<file path="config.mk">
export PLATFORM = sky130hd
export DESIGN_NAME = button_click_event_detector_core
export DESIGN_NICKNAME = d
export VERILOG_FILES = /design/src/hdl/bced_pkg.sv /design/src/hdl/bced_step.sv /design/src/hdl/button_click_event_detector_core.sv
export SDC_FILE = /design/constraint.sdc
export NUM_CORES = 1
export LEC_CHECK = 0
export BUFFER_PORTS_ARGS = -buffer_cell sky130_fd_sc_hd__buf_2
export CORE_MARGIN = 2
export CORE_UTILIZATION = 60
export CTS_CLUSTER_DIAMETER = 60
export CTS_CLUSTER_SIZE = 12
export DETAILED_ROUTE_END_ITERATION = 8
export GPL_TIMING_DRIVEN = 0
export PLACE_DENSITY = 0.78
export SYNTH_ARGS = -nofsm -noshare
export SYNTH_HDL_FRONTEND = slang
export SYNTH_SLANG_ARGS = --single-unit
</file>
<file path="constraint.sdc">
create_clock -name clk -period 11.3 [get_ports clk]
set_clock_uncertainty 0.15 [all_clocks]
set_input_delay 0.565 -clock clk [delete_from_list [all_inputs] [get_ports clk]]
set_output_delay 0.565 -clock clk [all_outputs]
set_load 0.05 [all_outputs]
</file>
<file path="src/hdl/bced_pkg.sv">
`timescale 1ns / 1ps
// Package for the button click event detector: item types, op and event codes,
// configuration register indexes, reset values and the tracking state type.
// No dependencies.
package bced_pkg;

    // operation codes of an input item
    typedef enum logic [1:0] {
        OP_INIT = 2'd0,
        OP_EDGE = 2'd1,
        OP_POLL = 2'd2,
        OP_READ = 2'd3
    } op_t;

    // event codes of a result item
    typedef enum logic [1:0] {
        EV_NONE   = 2'd0,
        EV_SHORT  = 2'd1,
        EV_LONG   = 2'd2,
        EV_DOUBLE = 2'd3
    } event_t;

    // configuration register indexes
    localparam int CFG_IDX_W = 2;
    localparam logic [CFG_IDX_W-1:0] CFG_DEBOUNCE     = 2'd0;
    localparam logic [CFG_IDX_W-1:0] CFG_LONG_PRESS   = 2'd1;
    localparam logic [CFG_IDX_W-1:0] CFG_DOUBLE_CLICK = 2'd2;
    localparam logic [CFG_IDX_W-1:0] CFG_KEY_PIN      = 2'd3;
    localparam int CFG_DATA_W = 16;

    // configuration reset values
    localparam logic [15:0] DEBOUNCE_RESET     = 16'd30;
    localparam logic [15:0] LONG_PRESS_RESET   = 16'd1500;
    localparam logic [15:0] DOUBLE_CLICK_RESET = 16'd300;
    localparam logic [15:0] KEY_PIN_RESET      = 16'd1;

    // pending event flag bits
    localparam int FLAG_SHORT_BIT  = 0;
    localparam int FLAG_LONG_BIT   = 1;
    localparam int FLAG_DOUBLE_BIT = 2;

    typedef struct packed {
        op_t         op;
        logic [31:0] now_ms;
        logic [15:0] pin_id;
        logic        key_down;
    } in_item_t;

    typedef struct packed {
        event_t event_res;
        logic   pressed;
    } out_item_t;

    typedef struct packed {
        logic [15:0] debounce_interval;
        logic [15:0] long_press_time;
        logic [15:0] double_click_window;
        logic [15:0] key_pin_id;
    } cfg_t;

    typedef struct packed {
        logic        pressed_state;
        logic        long_done;
        logic        click_pending;
        logic [2:0]  pending_flags;
        logic [31:0] last_edge_time;
        logic [31:0] press_time;
        logic [31:0] release_time;
        logic [31:0] first_click_time;
    } key_state_t;

endpackage

</file>
<file path="src/hdl/bced_step.sv">
`timescale 1ns / 1ps
// Single-item update of the button tracking state: next state and result item.
// Depends on bced_pkg.
module bced_step (
    input  bced_pkg::in_item_t   item,
    input  bced_pkg::cfg_t       cfg,
    input  bced_pkg::key_state_t st,
    output bced_pkg::key_state_t st_next,
    output bced_pkg::out_item_t  res
);
    import bced_pkg::*;

    logic [31:0] since_edge;
    logic [31:0] since_first;
    logic [31:0] since_press;
    logic [31:0] since_release;

    // wrapping time differences
    assign since_edge    = item.now_ms - st.last_edge_time;
    assign since_first   = item.now_ms - st.first_click_time;
    assign since_press   = item.now_ms - st.press_time;
    assign since_release = item.now_ms - st.release_time;

    // state update and event selection
    always_comb
    begin
        logic   click_tmp;
        event_t ev;
        st_next   = st;
        ev        = EV_NONE;
        click_tmp = st.click_pending;
        case (item.op)
            OP_INIT:
            begin
                st_next.pressed_state    = item.key_down;
                st_next.long_done        = 1'b0;
                st_next.click_pending    = 1'b0;
                st_next.pending_flags    = 3'b000;
                st_next.last_edge_time   = item.now_ms;
                st_next.press_time       = item.now_ms;
                st_next.release_time     = item.now_ms;
                st_next.first_click_time = item.now_ms;
            end
            OP_EDGE:
            begin
                // only debounced edges of the key pin count
                if (item.pin_id == cfg.key_pin_id
                    && since_edge >= {16'd0, cfg.debounce_interval})
                begin
                    st_next.last_edge_time = item.now_ms;
                    if (item.key_down != st.pressed_state)
                    begin
                        st_next.pressed_state = item.key_down;
                        if (item.key_down)
                        begin
                            st_next.press_time = item.now_ms;
                            st_next.long_done  = 1'b0;
                        end
                        else
                        begin
                            st_next.release_time = item.now_ms;
                            if (st.long_done)
                            begin
                                st_next.click_pending = 1'b0;
                            end
                            else if (st.click_pending
                                     && since_first <= {16'd0, cfg.double_click_window})
                            begin
                                st_next.pending_flags[FLAG_DOUBLE_BIT] = 1'b1;
                                st_next.click_pending = 1'b0;
                            end
                            else
                            begin
                                // first click, or a late second one restarting the window
                                st_next.click_pending    = 1'b1;
                                st_next.first_click_time = item.now_ms;
                            end
                        end
                    end
                end
            end
            OP_POLL:
            begin
                // long press check comes first and may cancel the click
                if (st.pressed_state && !st.long_done
                    && since_press >= {16'd0, cfg.long_press_time})
                begin
                    st_next.pending_flags[FLAG_LONG_BIT] = 1'b1;
                    st_next.long_done = 1'b1;
                    click_tmp = 1'b0;
                end
                if (click_tmp && since_release >= {16'd0, cfg.double_click_window})
                begin
                    st_next.pending_flags[FLAG_SHORT_BIT] = 1'b1;
                    click_tmp = 1'b0;
                end
                st_next.click_pending = click_tmp;
            end
            OP_READ:
            begin
                if (st.pending_flags[FLAG_DOUBLE_BIT])
                begin
                    ev = EV_DOUBLE;
                    st_next.pending_flags[FLAG_DOUBLE_BIT] = 1'b0;
                end
                else if (st.pending_flags[FLAG_LONG_BIT])
                begin
                    ev = EV_LONG;
                    st_next.pending_flags[FLAG_LONG_BIT] = 1'b0;
                end
                else if (st.pending_flags[FLAG_SHORT_BIT])
                begin
                    ev = EV_SHORT;
                    st_next.pending_flags[FLAG_SHORT_BIT] = 1'b0;
                end
            end
            default:
            begin
                st_next = st;
            end
        endcase
        res.event_res = ev;
        res.pressed   = st_next.pressed_state;
    end

endmodule

</file>
<file path="src/hdl/button_click_event_detector_core.sv">
`timescale 1ns / 1ps
// Button click event detector, top level: input register, config registers,
// tracking state and result register. Depends on bced_pkg and bced_step.
//
// Usage:
//   input channel in_valid / in_stall / in_item carries ops init, edge, poll and
//   read with a millisecond timestamp, a pin id and the sampled key level.
//   output channel out_valid / out_stall / out_item returns one item for every
//   input item: the event code (nonzero only for read) and the pressed state.
//   config port cfg_we / cfg_index / cfg_data writes debounce interval, long
//   press time, double click window and key pin id; write only while idle.
// Path: an accepted item is held in the input register; its state update is
//   written into the result register, which drives out_item.
// Throughput: one item per cycle while out_stall is low; the state update is one
//   pass of compares on 32-bit time differences, from input to result register.
// Reset: tracking state and pending events clear, config registers return to
//   30 / 1500 / 300 / 1; both pipeline stages empty.
// Stall: a held result keeps the input register full, then in_stall rises;
//   nothing is dropped and the state only moves when a result register slot frees.
module button_click_event_detector_core (
    input  logic                                clk,
    input  logic                                rst_n,
    input  logic                                in_valid,
    output logic                                in_stall,
    input  bced_pkg::in_item_t                  in_item,
    output logic                                out_valid,
    input  logic                                out_stall,
    output bced_pkg::out_item_t                 out_item,
    input  logic                                cfg_we,
    input  logic [bced_pkg::CFG_IDX_W-1:0]      cfg_index,
    input  logic [bced_pkg::CFG_DATA_W-1:0]     cfg_data
);
    import bced_pkg::*;

    cfg_t       cfg_reg;
    key_state_t state_reg;
    key_state_t state_next;
    in_item_t   item_reg;
    logic       item_valid_reg;
    out_item_t  res_reg;
    out_item_t  res_next;
    logic       res_valid_reg;
    logic       res_free;
    logic       fire;
    logic       in_accept;

    // handshake
    assign res_free  = !res_valid_reg || !out_stall;
    assign fire      = item_valid_reg && res_free;
    assign in_stall  = item_valid_reg && !res_free;
    assign in_accept = in_valid && !in_stall;
    assign out_valid = res_valid_reg;
    assign out_item  = res_reg;

    // configuration registers
    always_ff @(posedge clk or negedge rst_n)
    begin
        if (!rst_n)
        begin
            cfg_reg.debounce_interval   <= DEBOUNCE_RESET;
            cfg_reg.long_press_time     <= LONG_PRESS_RESET;
            cfg_reg.double_click_window <= DOUBLE_CLICK_RESET;
            cfg_reg.key_pin_id          <= KEY_PIN_RESET;
        end
        else if (cfg_we)
        begin
            case (cfg_index)
                CFG_DEBOUNCE:     cfg_reg.debounce_interval   <= cfg_data;
                CFG_LONG_PRESS:   cfg_reg.long_press_time     <= cfg_data;
                CFG_DOUBLE_CLICK: cfg_reg.double_click_window <= cfg_data;
                CFG_KEY_PIN:      cfg_reg.key_pin_id          <= cfg_data;
                default:          cfg_reg <= cfg_reg;
            endcase
        end
    end

    // input register
    always_ff @(posedge clk or negedge rst_n)
    begin
        if (!rst_n)
        begin
            item_valid_reg <= 1'b0;
        end
        else if (in_accept)
        begin
            item_valid_reg <= 1'b1;
        end
        else if (fire)
        begin
            item_valid_reg <= 1'b0;
        end
    end

    always_ff @(posedge clk)
    begin
        if (in_accept)
        begin
            item_reg <= in_item;
        end
    end

    // per-item update
    bced_step u_step (
        .item    (item_reg),
        .cfg     (cfg_reg),
        .st      (state_reg),
        .st_next (state_next),
        .res     (res_next)
    );

    // tracking state
    always_ff @(posedge clk or negedge rst_n)
    begin
        if (!rst_n)
        begin
            state_reg <= '0;
        end
        else if (fire)
        begin
            state_reg <= state_next;
        end
    end

    // result register
    always_ff @(posedge clk or negedge rst_n)
    begin
        if (!rst_n)
        begin
            res_valid_reg <= 1'b0;
        end
        else if (res_free)
        begin
            res_valid_reg <= fire;
        end
    end

    always_ff @(posedge clk)
    begin
        if (fire)
        begin
            res_reg <= res_next;
        end
    end

endmodule
</file>
# == Word level (Yosys, flattened, before mapping) ==
# Cells that the tools add are included.
# word_totals
register_bits,254
inputBits,74
word_cells,115
# op_classes
add_sub_neg,4
magnitude_cmp,4
eq_ne,19
n_mux,31
n_reduce_logical,35
# ops
operator,n
$pmux W128 S2,1
$mux W128,1
$sub A32 B32 Y32,4
$ge A32 B16 Y1,3
$mux W32,3
$mux W96,1
$mux W64,1
$le A32 B16 Y1,1
$reduce_and A5 Y1,4
$eq A16 B16 Y1,1
$mux W1,14
$reduce_and A7 Y1,2
$ne A2 B2 Y1 const B,6
$pmux W2 S3,2
$ne A2 B1 Y1 const B,5
$eq A2 B2 Y1 const B,4
$logic_and A1 B1 Y1,8
$mux W2,4
$mux W4,2
$reduce_and A2 Y1,4
$reduce_and A6 Y1,1
$reduce_bool A2 Y1,3
$reduce_bool A3 Y1,2
$logic_not A1 Y1,5
other kinds (8),11

# == Longest topological paths before layout ==
# Gate-level depths: netlist of run 1.
# depth
word_depth,9
ltp_mapped,23
depth_no_buf,23

# == Modules after synthesis ==
# From an unflattened synthesis of run 1, not the netlist that was laid out.
# unflattened
hier_cells,2131
hier_area_um2,20349.5
# by_module_without_submodules
module,instances,cells_each,area_per_inst_um2,seq_area_each_um2
bced_step,1,1650,11225.8,0.0
button_click_event_detector_core,1,481,9123.8,6646.4

# == Worst setup path after synthesis of run 1 ==
# Ideal clock, no wire load.
# synth_path
path_type,flip-flop to flip-flop
from,reg item_reg[17] (netlist name)
to,reg state_reg[131] (netlist name)
arrival_ns,4.721
t_required_ns,11.081
setup_slack_ns,6.360
stages_incl_launch_ff,21
path_buffers,0
period_less_slack_ns,4.940
path_cell_list,edfxtp_1 -> inv_1 -> ha_1 -> inv_1 -> fa_1 -> a211oi_1 -> o21ai_0 -> o211ai_1 -> nand3_1 -> xor2_1 -> ha_1 -> nor2b_1 -> o21ai_0 -> o2111ai_1 -> a2111o_1 -> or4_1 -> or4_1 -> nor4_1 -> and4_1 -> o2111ai_1 -> nand3_1
# synth_via
elab_chain_len,9
word_cells_on_any_way,23
cone_classes,4 x add/sub; 4 x order compare; 1 x eq/ne; 9 x mux; 5 x reduce/logical
# synth_rtl
element,line_no,source
start: declaration,button_click_event_detector_core.sv:38,in_item_t item_reg;
start signal: assignment,button_click_event_detector_core.sv:98,item_reg <= in_item;
$sub A32 B32 Y32,bced_step.sv:20,assign since_first = item.now_ms - st.first_click_time;
$le A32 B16 Y1,bced_step.sv:67,"&& since_first <= {16'd0, cfg.double_click_window})"
$logic_and A1 B1 Y1,bced_step.sv:67,
$mux W1,bced_step.sv:66,else if (st.click_pending
$mux W1,bced_step.sv:62,if (st.long_done)
$mux W2,bced_step.sv:54,if (item.key_down)
$mux W4,bced_step.sv:51,if (item.key_down != st.pressed_state)
$mux W4,bced_step.sv:47,if (item.pin_id == cfg.key_pin_id
$pmux W2 S3,bced_step.sv:32,case (item.op)
end signal: assignment,button_click_event_detector_core.sv:120,state_reg <= state_next;
end: declaration,button_click_event_detector_core.sv:36,key_state_t state_reg;
# Parallel ways exist; a longest one is shown, timed or not. The select of a mux whose other input is x is not followed.
# A chain may end at the register's enable or synchronous reset.

# == Worst setup path in the final report of run 1 ==
# layout_path
from,reg item_reg[18] (netlist name)
to,reg state_reg[30] (netlist name)
# layout_via
elab_chain_len,5
word_cells_on_any_way,9
cone_classes,2 x add/sub; 2 x order compare; 2 x eq/ne; 3 x reduce/logical
# layout_rtl
element,line_no
$sub A32 B32 Y32 (on tied branches),"bced_step.sv:20, bced_step.sv:19"
$le A32 B16 Y1 / $ge A32 B16 Y1 (equally long branches),"bced_step.sv:67, bced_step.sv:48"
$logic_and A1 B1 Y1 (on tied branches),"bced_step.sv:67, bced_step.sv:48"
$ne A2 B2 Y1 (no source line) / $ne A2 B1 Y1 (equally long branches),--
$reduce_and A7 Y1 (no source line) (*),--
# Every way passes the cells marked *; elsewhere a longest branch is shown, timed or not.

==> results.py, run 1 <==
metrics = {
    "status": {
        "status": "complete, no violations",
    },
    "finish": {
        "syn_to_final_growth_pct": 12.3,
        "insertedDiodeCount": 0,
        "final_layout_size_suffix_gt1_frac": 0.145,
        "fin_util": 0.682,
        "fin_nets": 2468,
        "largest_reg_flops": 134,
        "design_area_mm2": 0.0214,
        "fin_cells": 2623,
        "n_fill_cell": 2443,
    },
    "worst_setup_path": {
        "worstReg2RegEnd": "state_reg[30]",
        "rr_worst_depth": 17,
        "crit_top_cell": "ha_1",
        "critPathSlowestCell": "a2111oi_0",
        "crit_arrival_ps": 7110,
        "timing.rr.start": "item_reg[18]",
        "path_class": "flop to flop",
        "startpoint_type": "flop",
        "max_stage_delay_ps": 1240,
        "crit_family": "compound AO/OA/AOI/OAI gates",
        "worst_ep_required_time_ps": 11600,
        "worstPathCellList": "ha_1, nor2b_1, o2111ai_1, a2111oi_0, nor2_1, xnor2_1, ha_1, nand4_1, or4_1, o21ai_0, o211ai_1, nor4_1, nand3_1, o21ba_2, o21ai_4, buf_12, mux2_4",
        "critPathBufInv": 1,
        "cp_max_fo": 10,
        "r2r_slack_ps": 4490,
        "cp-end-kind": "flop",
    },
    "drt": {
        "wl_per_cell_um": 19.6,
        "routed_wirelength_mm": 51.4,
        "vias": 16100,
        "drtIter0Drc": 1122,
        "ant_nets": 0,
        "detail_route.first_pass.iterations": 5,
        "viasPerCell": 6.15,
        "drc_errors": 0,
    },
    "synth": {
        "async_flop_share": 0.787,
        "synth_warnings": 0,
        "synth_most_common_cell": "inv_1",
        "syn_nets": 2312,
        "synth_edf_count": 54,
        "yosysTopAreaCell": "dfrtp_1",
        "ys_top_cells_by_area": "dfrtp_1, ha_1, edfxtp_1, mux2_2, inv_1",
        "synth_top_area_share": 0.242,
        "syn_area_per_cell_um2": 9.33,
        "synthTopCellsByCount": "inv_1, ha_1, dfrtp_1",
        "synth.ff_latch_count": 254,
        "seq_area_frac_synth": 0.349,
        "synth_ff_type": "dfrtp_1",
        "syn_inst": 2042,
        "synth_area_mm2": 0.0191,
        "synth.distinct_cells": 86,
    },
    "place": {
        "gp_congestion": 0.910,
        "io_buffers": 78,
        "dp_worst_setup_slack_ps": 4730,
        "dp_cells": 2524,
        "place_area_mm2": 0.0200,
        "dpl.hpwl_mm": 39.1,
    },
    "timing": {
        "whs_ps": 22.9,
        "min_period_over_period": 0.603,
        "setup_ws_ps": 4490,
        "slew_headroom": 0.0469,
        "slew_viol_final": 0,
        "tightestPinTransition_ps": 1390,
        "setup_violations": 0,
        "min_period_ps": 6810,
        "finalHoldViolCount": 0,
        "fmax_ghz": 0.147,
        "final.setup.tns_ps": 0,
        "rsz0062_at_grt": "false",
    },
    "clocking": {
        "clk-insertion-delay-late_ps": 610,
        "cts_buffers": 30,
        "cts_buffer_depth": 3,
        "numClockSinks": 254,
        "cts_resized": 0,
        "htree_levels": 1,
        "cts_tree": "done",
        "cts-root-buf": "clkbuf_16",
        "path_clk_slew_ps": 60,
    },
    "die": {
        "die_w_um": 182,
        "start_util": 0.607,
        "die_area_mm2": 0.0332,
        "coreArea_mm2": 0.0314,
        "rows": 65,
        "die_y_um": 182,
        "pin_count": 79,
    },
    "grt": {
        "grt_pass1_wl_mm": 82.1,
        "grt_max_degree": 112,
        "antenna_found_initial": 0,
        "grt-ovfl-total": 0,
        "grt_pass1_vias": 16100,
        "grt_usage": 0.310,
    },
    "worst_hold_path": {
        "min_path_type": "primary input to flop",
        "holdPathStages": 1,
        "hold_end": "item_reg[50]",
        "min_from": "in_item[50]",
    },
    "pwr": {
        "fin_total_pwr_mw": 4.59,
        "p_leak_nw": 9.73,
        "cellPowerDensity_mw_per_mm2": 214,
        "vdd_drop_max_uv": 183,
    },
    "job": {
        "drv_cap": 0,
    },
}
[worst max path at each step]
| stage | from | to | slack, ps | cells after the start |
|---|---|---|---|---|
| 6_report | item_reg[18] | state_reg[30] | 4490 | 17 |
| 3_5_place_dp | item_reg[18] | state_reg[31] | 4730 | 17 |
| 2_1_floorplan | item_reg[17] | state_reg[131] | 6360 | 20 |
| 3_3_place_gp | item_reg[18] | state_reg[24] | 4800 | 17 |
| 4_1_cts | item_reg[18] | state_reg[31] | 4670 | 17 |
| 5_1_grt | item_reg[18] | state_reg[30] | 4350 | 18 |
[layout make-up]
class / instances / area (um2) / area share
repair buffers: 124 / 888 / 0.0415
flip-flops and latches: 254 / 6650 / 0.310
well taps: 402 / 503 / 0.0235
clock buffers: 42 / 806 / 0.0376
inverters: 212 / 796 / 0.0372
plain buffers: 73 / 347 / 0.0162
multi-input cells: 1503 / 11300 / 0.527
clock inverters: 13 / 145 / 0.00678
[where the power goes]
| part | switching (mW) | internal, mW | total [mW] | leakage, nW |
|---|---|---|---|---|
| combinational | 1.37 | 1.01 | 2.37 | 6.38 |
| clock | 0.413 | 0.528 | 0.941 | 0.455 |
| sequential | 0.125 | 1.15 | 1.27 | 2.90 |
| total | 1.91 | 2.68 | 4.59 | 9.73 |
[logic make-up after synthesis]
family          after synthesis  synth area share
compound gates              539             0.183
simple gates                500             0.129
buf+inv                     285            0.0599
flops                       254             0.349
fa+ha+maj                   196             0.130
mux                         160            0.0995
xor+xnor                    108            0.0496
[repair_timing]
action | in CTS | in global routing
endpoints found under the hold margin | 151 | 0
hold buffers | 44 | 0
setup buffers | 0 | 0
[placed cells by master, fill, tap and decap left out, drive strengths merged, types with 7 or more instances in the layout]
cell type / n
mux2i: 11
and2: 10
and4: 7
clkbuf: 97
and3: 16
a41oi: 9
o211ai: 20
a21oi: 155
o21a: 16
a31oi: 21
buf: 98
edfxtp: 54
ha: 192
nor2b: 16
nor2: 87
o2111ai: 12
nand4: 50
nand3: 47
nor3: 25
o21bai: 15
a221oi: 7
nand2: 176
nor4: 12
dlygate4sd3: 44
a211oi: 14
xor2: 36
nand2b: 19
dfstp: 16
dfrtp: 184
o21ai: 127
a21o: 59
inv: 216
mux2: 149
xnor2: 72
or3: 10
a2111oi: 12
[worst reg2reg max path, delay by kind of cell, from the launching register on]
| family | cells | cell delay, ps |
|---|---|---|
| compound gates | 6 | 2460 |
| simple gates | 6 | 1990 |
| fa+ha+maj | 2 | 680 |
| flops | 1 | 620 |
| mux | 1 | 320 |
| buf+inv | 1 | 230 |
| xor+xnor | 1 | 220 |
[metal layers]
layer / wire (um) / global-route usage
met5: 0 / 0
met1: 21400 / 0.395
met2: 24600 / 0.530
met4: 2490 / 0.144
met3: 2860 / 0.0371
Power figures use the tool's default switching activity.
==> run 2, diff against run 1 <==
==> constraint.sdc (replaced) <==
create_clock -name clk -period 6.7 [get_ports clk]
set_clock_uncertainty 0.15 [all_clocks]
set_input_delay 0.335 -clock clk [delete_from_list [all_inputs] [get_ports clk]]
set_output_delay 0.335 -clock clk [all_outputs]
set_load 0.05 [all_outputs]
==> results.py, run 2 (synthesis results as in run 1) <==
metrics = {
    "status": {
        "status": "complete, no violations",
    },
    "pwr": {
        "cellPowerDensity_mw_per_mm2": 358,
        "p_leak_nw": 9.86,
        "vdd_drop_max_uv": 287,
    },
    "finish": {
        "syn_to_final_growth_pct": 13.9,
        "mostFrequentLayoutCells": "inv_1, ha_1, dfrtp_1",
        "design_area_mm2": 0.0217,
        "regArea_mm2": 0.00665,
        "multi_input_area_mm2": 0.0113,
        "final_layout_size_suffix_gt1_frac": 0.145,
        "layout_commonest_cell": "inv_1",
        "fin_nets": 2498,
        "largest_reg_flops": 134,
        "insertedDiodeCount": 0,
        "n_fill_cell": 2386,
    },
    "worst_setup_path": {
        "cp-end-kind": "flop",
        "max_stage_delay_ps": 480,
        "critPathSlowestCell": "edfxtp_1",
        "path_class": "flop to flop",
        "r2r_slack_ps": 340,
        "worst_ep_required_time_ps": 7000,
        "startpoint_type": "flop",
        "worstReg2RegEnd": "state_reg[30]",
        "cp_max_fo": 10,
        "timing.rr.start": "item_reg[17]",
        "crit_arrival_ps": 6660,
        "rr_worst_depth": 20,
        "worstPathCellList": "inv_1, ha_1, fa_1, nand2b_1, a21oi_1, o21ai_0, o21bai_1, xor2_1, ha_1, nand4_1, a2111oi_0, a211o_1, o21ai_0, o211ai_1, nor4_1, nand3_1, o21ba_2, o21ai_4, buf_12, mux2_4",
    },
    "grt": {
        "grt_use_met1": 0.401,
        "grt_usage": 0.317,
        "grt_max_degree": 112,
        "grt-ovfl-total": 0,
        "grt_pass1_vias": 16300,
        "antenna_found_initial": 1,
        "grtUsageMet2": 0.545,
        "use_met3": 0.0401,
        "grt_pass1_wl_mm": 83.8,
        "grt_busiest_layer": "met2",
    },
    "timing": {
        "tightestPinTransition_ps": 1020,
        "fmax_ghz": 0.157,
        "min_period_over_period": 0.950,
        "min_period_ps": 6360,
        "final.setup.tns_ps": 0,
        "setup_violations": 0,
        "slew_headroom": 0.317,
        "slew_viol_final": 0,
        "finalHoldViolCount": 0,
        "rsz0062_at_grt": "false",
    },
    "die": {
        "rows": 65,
        "die_y_um": 182,
        "die_w_um": 182,
        "start_util": 0.607,
        "die_area_mm2": 0.0332,
        "pin_count": 79,
        "coreArea_mm2": 0.0314,
    },
    "clocking": {
        "cts_tree": "done",
        "cts_buffer_depth": 3,
        "path_clk_slew_ps": 70,
        "clk-insertion-delay-late_ps": 610,
        "cts_buffers": 30,
        "htree_levels": 1,
        "numClockSinks": 254,
        "cts-root-buf": "clkbuf_16",
    },
    "place": {
        "gp_congestion": 0.910,
        "io_buffers": 78,
        "place_area_mm2": 0.0200,
        "dpl.hpwl_mm": 39.1,
    },
    "drt": {
        "ant_nets": 0,
        "drtIter0Drc": 1158,
        "routed_wirelength_mm": 52.5,
        "vias": 16300,
        "wl_per_cell_um": 19.8,
        "viasPerCell": 6.16,
        "drc_errors": 0,
        "detail_route.first_pass.iterations": 7,
    },
    "worst_hold_path": {
        "min_from": "cfg_index[1]",
        "hold_end": "cfg_reg[48]",
        "holdPathStages": 3,
        "min_path_type": "primary input to flop",
    },
    "job": {
        "drv_cap": 0,
    },
}
-- run 2: power breakdown --
| group | switching [mW] | internal (mW) | leakage (nW) | total [mW] |
|---|---|---|---|---|
| clock | 0.707 | 0.891 | 0.455 | 1.60 |
| sequential | 0.212 | 1.93 | 2.90 | 2.14 |
| combinational | 2.32 | 1.71 | 6.51 | 4.03 |
-- run 2: how the worst max path moves through the flow --
stage                            start        endpoint  slack (ps)  cells after the start
after floorplan           item_reg[17]  state_reg[131]        1760                     20
after global placement    item_reg[18]   state_reg[24]         200                     17
after detailed placement  item_reg[18]   state_reg[31]         130                     17
after CTS                 item_reg[18]   state_reg[31]          70                     17
after global routing      item_reg[17]   state_reg[30]          60                     20
final                     item_reg[17]   state_reg[30]         340                     20
-- run 2: per-layer routing --
metal / share of wire / vias to the layer above
li1: - / 7761
met1: 0.41 / 7905
met2: 0.49 / 528
met3: 0.061 / 146
met4: 0.046 / 0
met5: 0 / -
-- run 2: critical path, delay by kind of cell (launching register included) --
kind                     cells  cell delay (ps)
AND/OR/NAND/NOR              4             1020
flip-flops                   1              480
adder cells (fa/ha/maj)      3              940
buffers and inverters        2              410
XOR/XNOR                     1              230
multiplexers                 1              310
AO/OA/AOI/OAI                9             2640
-- run 2: cell type report --
cell class | instances | area share
inverter | 212 | 0.0366
tap | 402 | 0.0232
clock inverter | 13 | 0.00668
sequential | 254 | 0.306
multi-input combinational | 1503 | 0.520
buffer | 73 | 0.0160
timing repair buffer | 154 | 0.0544
clock buffer | 42 | 0.0371
-- run 2: what timing repair did --
item	4_1_cts	5_1_grt
gates resized for setup	0	2
hold buffers	71	0
endpoints found under the hold margin	225	0
endpoints found under the setup margin	0	40
buffers inserted	0	3
-- run 2: stage by stage --
stage | worst slack (ps) | total power [mW] | instances | hold WS (ps) | utilization
floorplan | 1760 | 5.13 | 2042 | -111 | -
global placement | 195 | 5.93 | 2522 | 317 | 0.636
detailed placement | 125 | 6.06 | 2524 | 308 | 0.638
CTS | 66.4 | 7.71 | 2650 | 34.2 | 0.691
global route | 57.5 | 8.37 | 2653 | 66.4 | 0.692
finish | 336 | 7.78 | 2653 | 57.4 | 0.692
